--- src/design/tidt_pkg.sv ---
// shared types and constants for the tiled intensity texture detiler
// no dependencies; imported by the front, queue, back and top level
package tidt_pkg;

    localparam int CFG_INDEX_W = 2;
    localparam int CFG_DATA_W  = 9;
    localparam int INDEX_W     = 20;
    localparam int QDEPTH      = 2;
    localparam int QPTR_W      = (QDEPTH > 1) ? $clog2(QDEPTH) : 1;

    localparam logic [CFG_INDEX_W-1:0] REG_FORMAT_MODE  = 2'd0;
    localparam logic [CFG_INDEX_W-1:0] REG_TILES_ACROSS = 2'd1;
    localparam logic [CFG_INDEX_W-1:0] REG_TILES_DOWN   = 2'd2;

    localparam logic MODE_I4 = 1'b0;
    localparam logic MODE_I8 = 1'b1;

    // one classified source byte, handed from front to back
    typedef struct packed {
        logic [7:0]         src_byte;
        logic [INDEX_W-1:0] pixel_index;
        logic               image_done;
        logic               wide;
    } tidt_entry_t;

endpackage

--- src/design/tidt_queue.sv ---
// short fifo of classified bytes between front and back
// depends on tidt_pkg
module tidt_queue (
    input  logic                  clk,
    input  logic                  rst_n,
    input  logic                  push,
    input  tidt_pkg::tidt_entry_t push_entry,
    output logic                  full,
    input  logic                  pop,
    output logic                  nonempty,
    output tidt_pkg::tidt_entry_t head
);
    import tidt_pkg::*;

    tidt_entry_t         slots_reg [QDEPTH];
    logic [QPTR_W-1:0]   wr_ptr_reg;
    logic [QPTR_W-1:0]   rd_ptr_reg;
    logic [QPTR_W:0]     count_reg;
    logic [QPTR_W:0]     count_next;

    assign full     = (count_reg == (QPTR_W+1)'(QDEPTH));
    assign nonempty = (count_reg != '0);
    assign head     = slots_reg[rd_ptr_reg];

    always_comb
    begin
        count_next = count_reg;
        if (push && !pop)
            count_next = count_reg + 1'b1;
        else if (pop && !push)
            count_next = count_reg - 1'b1;
    end

    always_ff @(posedge clk)
    begin
        if (push)
            slots_reg[wr_ptr_reg] <= push_entry;
    end

    always_ff @(posedge clk or negedge rst_n)
    begin
        if (!rst_n)
        begin
            wr_ptr_reg <= '0;
            rd_ptr_reg <= '0;
            count_reg  <= '0;
        end
        else
        begin
            if (push)
                wr_ptr_reg <= (wr_ptr_reg == QPTR_W'(QDEPTH - 1)) ? '0 : wr_ptr_reg + 1'b1;
            if (pop)
                rd_ptr_reg <= (rd_ptr_reg == QPTR_W'(QDEPTH - 1)) ? '0 : rd_ptr_reg + 1'b1;
            count_reg <= count_next;
        end
    end

endmodule

--- config.mk ---
export PLATFORM = sky130hd
export DESIGN_NAME = tidt_queue
export DESIGN_NICKNAME = d
export VERILOG_FILES = /design/src/design/tidt_pkg.sv /design/src/design/tidt_queue.sv
export SDC_FILE = /design/constraint.sdc
export NUM_CORES = 1
export LEC_CHECK = 0
export BUFFER_PORTS_ARGS = -buffer_cell sky130_fd_sc_hd__buf_2
export CAP_MARGIN = 20
export CORE_ASPECT_RATIO = 0.9
export CORE_UTILIZATION = 53
export DETAILED_ROUTE_END_ITERATION = 16
export PLACE_DENSITY = 0.81
export SETUP_SLACK_MARGIN = 0.3
export SYNTH_ARGS = -nofsm -noshare
export SYNTH_HDL_FRONTEND = slang
export SYNTH_SLANG_ARGS = --single-unit
--- constraint.sdc ---
create_clock -name clk -period 3.6 [get_ports clk]
set_clock_uncertainty 0.1 [all_clocks]
set_input_delay 0.36 -clock clk [delete_from_list [all_inputs] [get_ports clk]]
set_output_delay 0.36 -clock clk [all_outputs]
set_load 0.05 [all_outputs]
==> results.md <==
Run status:
- The run finished with clean final reports.

Finish:
- The fill cell total of the finished layout is 308.
- The count of inserted antenna diode cells is 0.
- The flip-flop and latch area is around 1900 um^2.
- The count of nets after finishing is about 220.
- The area of combinational cells with multiple inputs is 425 um^2.
- The number of flip-flops under the largest register name is 60.
- Relative to the synthesized area, the layout overhead comes to 24.4%.
- In the final layout, the share of cells above drive strength 1 is 0.586.

Timing:
- Summed over all failing endpoints, the final setup total negative slack is 0 ns.
- Setup violations remaining at the end of the flow were counted as 0.
- The final hold violation count is 0.
- In this run the tightest slew margin relative to its limit is 0.527.
- For this run, the top clock speed supported by timing is around 420 MHz.
- The time the worst path needs with I/O delays and setup is around 2.4 ns.
- Setup repair after global routing left no endpoint under its margin.
- Dividing the final minimum period by the clock period gives 0.662.
- The total count of max-transition violations in the final report was 0.
- The post-layout worst setup margin is ~1.2 ns.
- At the pin with the least slew margin, the transition time is a little over 0.7 ns.

CTS:
- The buffer levels on the longest clock path is 2.
- The CTS tree is built.
- The depth of the CTS H-tree is 3.
- The clock reaches the later pin of the worst-skew pair after about 0.32 ns.
- Clock tree synthesis found a total of 64 sinks.
- In this run the clock root is driven by a clkbuf_8.
- The clock slew at the register clock pins of the worst setup and hold paths is about 0.060 ns.
- The number of buffers added by the clock tree synthesis step is 9.

Worst setup path:
- The data required time at the worst endpoint is roughly 3.1 ns.
- The kind of critical path is register to primary output.
- STA classifies the critical path startpoint as a register.
- The worst-path maximum fanout is 17.
- The worst endpoint data arrival time is 1.92 ns.
- The category of the worst setup path capture point is a primary output.

Logic synthesis:
- The net count after synthesis is 144.
- The sequential fraction of the synthesis area is 0.805.
- For this run, the number of Yosys warnings is 0.
- Yosys mapped the design onto 12 distinct sky130hd cell types.
- The synthesized netlist occupies a cell area of 2360 um^2.
- The flip-flop and latch count after synthesis is between 60 and 70.
- The count of mapped cells out of synthesis is 109.
- The average cell area after synthesis is between 20 and 25 um^2.

Job:
- The tool flagged a number of max-cap violations equal to 0.

Floorplan:
- The die area is about 4700 um^2.
- The initial utilization of the core area, before any placement, comes to 0.565.
- The die is 72.4 um wide.
- From bottom edge to top edge, the die measures around 65 um.
- In this run the core area contains 22 standard-cell rows.
- The area of the core is 4180 um^2.
- The count of boundary I/O pins is between 60 and 70.

Global route:
- The global-route wire length before repair is between 5 and 6 mm.
- The via count of the first global-routing pass is 1242.
- The number of antenna violations at the first check in global routing is 0.
- The final global-route overflow total is 0.
- The pin count of the biggest net entering global routing is 31.
- For this run, the total global-route usage over all layers was measured as 0.171.

Drt:
- The count of nets left with antenna violations once routing finished came out at 0.
- The average wire length per cell after detail routing is between 10 and 15 um.
- The detailed-routing iteration count for the pre-antenna-repair pass is 3.
- The detailed-route DRC error count is 0.
- The routed design has about 3.6 mm of wire.
- Dividing the detail-routed via count by the number of cells gives around 5.
- For this block, the via count after detailed routing is 1219.
- The first routing iteration left slightly above 60 violations.

Place:
- The count of input and output buffers is 65.
- The HPWL after detailed placement is 2.39 mm.
- Routability-driven placement finished with a final weighted congestion of roughly 0.66.
- The worst slack at placement is approximately 1.5 ns.

Pwr:
- In this run the static leakage power is roughly 1.1 nW.
- Across the VDD grid, the largest voltage drop is between 0.5 and 0.6 mV.
- Power comes to 2.65 mW.
- Power spread over the standard cell area amounts to between 900 and 1000 nW/um^2.

Hold path:
- The min-delay analysis places its worst path in the category input port to register.
==> stage by stage <==
step	hold WS, ns	instances	utilization	instance area, um^2
2_1_floorplan	-0.0356	109	-	2360
3_3_place_gp	0.0630	233	0.656	2750
3_5_place_dp	0.0697	234	0.663	2770
4_1_cts	0.111	251	0.702	2940
5_1_grt	0.107	251	0.702	2940
6_report	0.123	251	0.702	2940
==> layout make-up <==
cell class | instances | area share
clock buffers | 10 | 0.0434
clock inverters | 6 | 0.00894
inverters | 1 | 0.00128
multi-input cells | 41 | 0.145
flip-flops and latches | 64 | 0.647
well taps | 60 | 0.0256
repair buffers | 69 | 0.129
==> kinds of logic after synthesis <==
family / Yosys count / synth area share
adders and majority gates: 1 / 0.00530
and+or+nand+nor: 5 / 0.0122
DFF: 64 / 0.805
xor gates and xnor gates: 5 / 0.0185
buffers and inverters: 4 / 0.0159
muxes: 30 / 0.143
==> cells in the final DEF (no fill, tap or decap), types with 2 or more instances in the layout <==
cell / netlist / layout
clkbuf_8: 0 / 9
clkinv_1: 0 / 3
edfxtp_1: 60 / 60
mux2_2: 30 / 30
clkinv_2: 0 / 3
xor2_1: 4 / 4
buf_4: 0 / 2
buf_2: 0 / 65
dfrtp_1: 4 / 4
==> cells in the mapped netlist, drive strengths merged <==
cell | count | area (um^2)
or2 | 1 | 6.26
mux2 | 30 | 338
nor2 | 1 | 3.75
dfrtp | 4 | 100
ha | 1 | 12.5
and2 | 1 | 6.26
xor2 | 4 | 35.0
inv | 1 | 3.75
xnor2 | 1 | 8.76
buf | 3 | 33.8
edfxtp | 60 | 1800
nor2b | 2 | 12.5
==> power breakdown <==
group / switching (mW) / total [mW] / internal, mW
Clock: 0.240 / 0.479 / 0.239
Combinational: 0.769 / 1.10 / 0.330
Sequential: 0.0809 / 1.07 / 0.992
==> what timing repair did <==
item	4_1_cts	5_1_grt
hold buffers	1	0
hold endpoints to repair	4	0
setup buffers	0	0
endpoints found under the setup margin	0	0
resized for setup	0	0
==> worst max-delay path, stage by stage, from the launching register on <==
cell and delay (ns):
dfrtp_1 0.80, buf_16 0.23, mux2_2 0.36, buf_2 0.21
==> metal layers <==
layer	up-vias	share of wire	track usage
met5	-	0	0
met1	580	0.42	0.191
met3	10	0.069	0.0537
met4	0	0.025	0.115
met2	53	0.49	0.280
li1	576	-	-
==> worst paths after layout <==
kind	cells after the start	startpoint	endpoint	slack, ns
worst max-delay path	3	rd_ptr_reg$_DFFE_PN0P_	head[9]	1.22
worst min-delay path	2	pop	rd_ptr_reg$_DFFE_PN0P_	0.12
worst max register to register	2	rd_ptr_reg$_DFFE_PN0P_	rd_ptr_reg$_DFFE_PN0P_	2.25
worst min register to register	1	count_reg[1]$_DFFE_PN0P_	count_reg[1]$_DFFE_PN0P_	0.40
max in group asynchronous	2	rst_n	count_reg[0]$_DFFE_PN0P_	3.00
min in group asynchronous	2	rst_n	rd_ptr_reg$_DFFE_PN0P_	0.28
Power figures use the tool's default switching activity.
