### src/design/tidt_pkg.sv
// shared types and constants for the tiled intensity texture detiler
// no dependencies; imported by the front, queue, back and top level
package tidt_pkg;

    localparam int CFG_INDEX_W = 2;
    localparam int CFG_DATA_W  = 9;
    localparam int INDEX_W     = 20;
    localparam int QDEPTH      = 2;
    localparam int QPTR_W      = (QDEPTH > 1) ? $clog2(QDEPTH) : 1;

    localparam logic [CFG_INDEX_W-1:0] REG_FORMAT_MODE  = 2'd0;
    localparam logic [CFG_INDEX_W-1:0] REG_TILES_ACROSS = 2'd1;
    localparam logic [CFG_INDEX_W-1:0] REG_TILES_DOWN   = 2'd2;

    localparam logic MODE_I4 = 1'b0;
    localparam logic MODE_I8 = 1'b1;

    // one classified source byte, handed from front to back
    typedef struct packed {
        logic [7:0]         src_byte;
        logic [INDEX_W-1:0] pixel_index;
        logic               image_done;
        logic               wide;
    } tidt_entry_t;

endpackage

### src/design/tidt_if.sv


interface tidt_pixel_if;
    logic        valid;
    logic        ready;
    logic [19:0] pixel_index;
    logic [31:0] pixel_value;
    logic        last_of_item;
    logic        image_done;

    modport source (output valid, output pixel_index, output pixel_value,
                    output last_of_item, output image_done, input ready);
    modport sink (input valid, input pixel_index, input pixel_value,
                  input last_of_item, input image_done, output ready);
endinterface

### src/design/tidt_back.sv
// back end: expands each byte into one or two rgba32 pixel writes
// depends on tidt_pkg and tidt_pixel_if
module tidt_back (
    input  logic                  clk,
    input  logic                  rst_n,
    input  logic                  q_nonempty,
    input  tidt_pkg::tidt_entry_t q_head,
    output logic                  q_pop,
    tidt_pixel_if.source          pixels
);
    import tidt_pkg::*;

    logic                valid_reg;
    logic                phase_reg;
    logic [INDEX_W-1:0]  index_reg;
    logic [31:0]         value_reg;
    logic                last_reg;
    logic                done_reg;

    logic                load;
    logic                last_pix;
    logic [3:0]          nibble;
    logic [7:0]          intensity;

    assign load     = q_nonempty && (!valid_reg || pixels.ready);
    // i8 bytes and the low nibble of an i4 byte finish the item
    assign last_pix = q_head.wide || phase_reg;
    assign q_pop    = load && last_pix;
    assign nibble   = phase_reg ? q_head.src_byte[3:0] : q_head.src_byte[7:4];
    assign intensity = q_head.wide ? q_head.src_byte : {nibble, nibble};

    assign pixels.valid        = valid_reg;
    assign pixels.pixel_index  = index_reg;
    assign pixels.pixel_value  = value_reg;
    assign pixels.last_of_item = last_reg;
    assign pixels.image_done   = done_reg;

    always_ff @(posedge clk or negedge rst_n)
    begin
        if (!rst_n)
        begin
            valid_reg <= 1'b0;
            phase_reg <= 1'b0;
        end
        else
        begin
            if (load)
            begin
                valid_reg <= 1'b1;
                phase_reg <= !last_pix;
            end
            else if (pixels.ready)
            begin
                valid_reg <= 1'b0;
            end
        end
    end

    always_ff @(posedge clk)
    begin
        if (load)
        begin
            index_reg <= q_head.pixel_index + {{(INDEX_W-1){1'b0}}, phase_reg};
            value_reg <= {4{intensity}};
            last_reg  <= last_pix;
            done_reg  <= last_pix && q_head.image_done;
        end
    end

endmodule

### src/flat_wrapper.sv
// flat-port wrapper written by rule: the top's interface ports become plain ports
module tidt_back_flat import tidt_pkg::*;
  (clk, rst_n, q_nonempty, q_head, q_pop, pixels_valid, pixels_pixel_index, pixels_pixel_value, pixels_last_of_item, pixels_image_done, pixels_ready);
  tidt_pixel_if pixels_i ();
  input  logic clk;
  input  logic rst_n;
  input  logic q_nonempty;
  input  tidt_pkg::tidt_entry_t q_head;
  output logic q_pop;
  output wire logic [$bits(pixels_i.valid)-1:0] pixels_valid;
  output wire logic [$bits(pixels_i.pixel_index)-1:0] pixels_pixel_index;
  output wire logic [$bits(pixels_i.pixel_value)-1:0] pixels_pixel_value;
  output wire logic [$bits(pixels_i.last_of_item)-1:0] pixels_last_of_item;
  output wire logic [$bits(pixels_i.image_done)-1:0] pixels_image_done;
  input wire logic [$bits(pixels_i.ready)-1:0] pixels_ready;
  assign pixels_valid = pixels_i.valid;
  assign pixels_pixel_index = pixels_i.pixel_index;
  assign pixels_pixel_value = pixels_i.pixel_value;
  assign pixels_last_of_item = pixels_i.last_of_item;
  assign pixels_image_done = pixels_i.image_done;
  assign pixels_i.ready = pixels_ready;
  tidt_back u_core (.clk(clk), .rst_n(rst_n), .q_nonempty(q_nonempty), .q_head(q_head), .q_pop(q_pop), .pixels(pixels_i));
endmodule
### config.mk
export PLATFORM = sky130hd
export DESIGN_NAME = tidt_back_flat
export DESIGN_NICKNAME = d
export VERILOG_FILES = /design/src/design/tidt_pkg.sv /design/src/design/tidt_if.sv /design/src/design/tidt_back.sv /design/src/flat_wrapper.sv
export SDC_FILE = /design/constraint.sdc
export NUM_CORES = 1
export LEC_CHECK = 0
export CAP_MARGIN = 30
export CORE_ASPECT_RATIO = 1.75
export CORE_MARGIN = 2
export CORE_UTILIZATION = 35
export CTS_BUF_LIST = sky130_fd_sc_hd__clkbuf_8
export DETAILED_ROUTE_END_ITERATION = 12
export DONT_BUFFER_PORTS = 1
export PLACE_DENSITY_LB_ADDON = 0.05
export SYNTH_ARGS = -nofsm -noshare
export SYNTH_HDL_FRONTEND = slang
export SYNTH_SLANG_ARGS = --single-unit
### constraint.sdc
create_clock -name clk -period 2.32 [get_ports clk]
set_input_delay 0.464 -clock clk [delete_from_list [all_inputs] [get_ports clk]]
set_output_delay 0.464 -clock clk [all_outputs]
set_load 0.01 [all_outputs]
==> results_dict.tcl <==
set metrics [dict create \
    status "finished clean" \
    n_antenna_cell 0 \
    die_x_um 56.9 \
    r2r-end "u_core.pixels.pixel_index[8]" \
    worstReg2RegStart "u_core.phase_reg" \
    clock_path_buffers 2 \
    clkTransAtPathRegs_ns 0.07 \
    avgSynthCellArea_um2 13.3 \
    path_common_cell "ha_1" \
    maxSlewHeadroom_pct 69.5 \
    antenna_found_initial 0 \
    fin_util_pct 37.2 \
    core_area_um2 4710 \
    io_buffer_count 0 \
    dpl_worst_slack_ns 0.478 \
    vias 838 \
    cts_sinks 32 \
    syn-num-nets 166 \
    syn_area_um2 1710 \
    drtAntennaViolNets 0 \
    drt_wl_total_mm 2.98 \
    viasPerCell 4.99 \
    cts_buffers 5 \
    setup_slack_ns 0.516 \
    post_drt_wl_per_cell_um 17.8 \
    peakVddDrop_uv 500 \
    crit_slowest_cell "dfrtp_1" \
    drtPass1Iterations 3 \
    finalHoldViolCount 0 \
    reg2regPathDepth 6 \
    grt_first_pass_wirelength_mm 4.60 \
    worstSetupStartpointType "flip-flop" \
    crit_fanout 5 \
    post_cts_resized 0 \
    cp-startpoint "u_core.phase_reg" \
    hold_path.class "input port to flip-flop" \
    layout_worst_path_cycle_share_pct 77.8 \
    num_rows 33 \
    h-tree-depth 2 \
    p_per_area_nw_per_um2 791 \
    ys_warn_count 0 \
    overflow 0 \
    setup-tns-final_ns 0 \
    die_height_um 96.5 \
    grt_max_degree 27 \
    rsz0062_at_grt "no" \
    dp_hpwl_mm 2.35 \
    required_ns 2.35 \
    dp.cells 159 \
    final_layout_size_suffix_gt1_share_pct 28.4 \
    cts_root_buf "clkbuf_8" \
    rrSetupSlack_ns 0.52 \
    drtIter0Drc 11 \
    layout.cells.non_filler 168 \
    area_growth_pct 2.27 \
    largest_register_ffs 20 \
    fin_nets 152 \
    yosysSeqAreaShare_pct 55.6 \
    skew_ns 0.00817 \
    gp_congestion 0.645 \
    synthCells 129 \
    cts_tree "done" \
    crit_type "flip-flop to flip-flop" \
    leakage_uw 0.000623 \
    drv_cap 0 \
    die-area_um2 5490 \
    fin_crit_ns 1.80 \
    max_freq_mhz 554 \
    synth-seq-cells 32 \
    crit_arrival_ns 1.84 \
    boundaryPins 90 \
    crit_chain "ha_1, ha_1, and2_1, and2_2, and3_1, xor2_1" \
    endpoint_kind "flip-flop" \
    crit_end "u_core.pixels.pixel_index[8]" \
    grt_pass1_vias 928 \
    synth.distinct_cells 24 \
    critPathMaxStageDelay_ns 0.43 \
    start_util_pct 36.4 \
    drc_errors 0 \
    grt_use_total_pct 11.3 \
    finalMaxSlewViolations 0 \
    worstMarginPinSlew_ns 0.456 \
    clock_latency_ns 0.28 \
    finalSetupViolations 0 \
]
==> layout make-up <==
class | count | area, µm²
well taps | 52 | 65.1
repair buffers | 3 | 37.5
clock inverters | 2 | 33.8
flip-flops and latches | 32 | 951
fillers | 486 | 2960
multi-input cells | 68 | 562
clock buffers | 6 | 82.6
inverters | 5 | 18.8
==> worst max-delay path, delay by kind of cell (launching register included) <==
kind,cells,cell delay (ns)
xor gates and xnor gates,1,0.14
DFF,1,0.43
adders and majority gates,2,0.42
and+or+nand+nor,3,0.58
==> how the worst min path moves through the flow <==
stage	start	to	slack, ns	cells past startpoint
2_1_floorplan	rst_n	u_core.phase_reg	0.17	0
3_3_place_gp	rst_n	u_core.pixels.valid	0.17	0
3_5_place_dp	rst_n	u_core.pixels.valid	0.17	0
4_1_cts	q_nonempty	u_core.pixels.valid	0.28	1
5_1_grt	q_nonempty	u_core.pixels.valid	0.29	1
6_report	q_nonempty	u_core.pixels.valid	0.29	1
==> stage by stage <==
step / power, µW / hold slack (ns) / area [µm²]
6_report: 1380 / 0.293 / 1750
5_1_grt: 1450 / 0.286 / 1750
4_1_cts: 1410 / 0.282 / 1750
3_5_place_dp: 854 / 0.168 / 1620
3_3_place_gp: 851 / 0.168 / 1620
2_1_floorplan: 858 / 0.168 / 1710
==> synthesized netlist by cell type <==
| library cell | instances | area (µm²) |
|---|---|---|
| edfxtp_1 | 30 | 901 |
| buf_4 | 24 | 180 |
| xnor2_1 | 10 | 87.6 |
| mux2_2 | 8 | 90.1 |
| xor2_1 | 8 | 70.1 |
| nand2_1 | 6 | 22.5 |
| inv_1 | 5 | 18.8 |
| nand3_2 | 5 | 50.1 |
| nand3_1 | 4 | 20.0 |
| nor2_1 | 4 | 15.0 |
| ha_1 | 3 | 37.5 |
| nand2b_1 | 3 | 18.8 |
| nor3_2 | 3 | 30.0 |
| and2_2 | 2 | 15.0 |
| and3_1 | 2 | 12.5 |
| and3_4 | 2 | 22.5 |
| dfrtp_1 | 2 | 50.1 |
| nor2b_1 | 2 | 12.5 |
| and2_1 | 1 | 6.26 |
| and3_2 | 1 | 7.51 |
| and4b_4 | 1 | 13.8 |
| nand4_2 | 1 | 12.5 |
| nor4_2 | 1 | 12.5 |
| o21ai_0 | 1 | 5.00 |
==> layer usage <==
layer	vias up	track usage (%)	routed length [µm]
met3	4	5.33	307
met2	53	21.8	1770
met1	387	9.27	859
met5	-	0	0
li1	394	-	-
met4	0	6.01	44
==> placed cells by master, fill, tap and decap left out <==
cell type	count
edfxtp_1	30
bufinv_16	1
and3_1	2
mux2_2	8
buf_12	1
inv_1	5
dfrtp_1	2
nand2_1	6
nor2b_1	2
nand2b_1	3
xor2_1	8
and3_2	1
and3_4	2
nor4_2	1
nor3_2	3
nand4_2	1
xnor2_1	10
ha_1	3
dlygate4sd3_1	1
nand3_2	5
nor2_1	4
clkinv_1	1
and2_1	1
nand3_1	4
and2_2	2
and4b_4	1
buf_4	1
clkbuf_8	6
o21ai_0	1
==> kinds of logic (layout without fill, tap and decap cells) <==
kind of cell / after synthesis / in the layout / synth area share [%]
adders and majority gates: 3 / 3 / 2.19
buffers and inverters: 29 / 16 / 11.6
muxes: 8 / 8 / 5.26
DFF: 32 / 32 / 55.6
AOI/OAI and AO/OA: 1 / 1 / 0.292
xor gates and xnor gates: 18 / 18 / 9.21
and+or+nand+nor: 38 / 38 / 15.9
==> where the power goes <==
group / switching [µW] / internal [µW] / total (µW)
Clock: 201 / 346 / 546
Sequential: 57.5 / 684 / 742
Combinational: 48.5 / 47.4 / 95.9
Total: 307 / 1080 / 1380
==> timing repair <==
item | in CTS | in global routing
hold buffers | 1 | 0
buffers inserted | 0 | 0
endpoints found under the hold margin | 2 | 0
(Power assumes the default switching activity.)
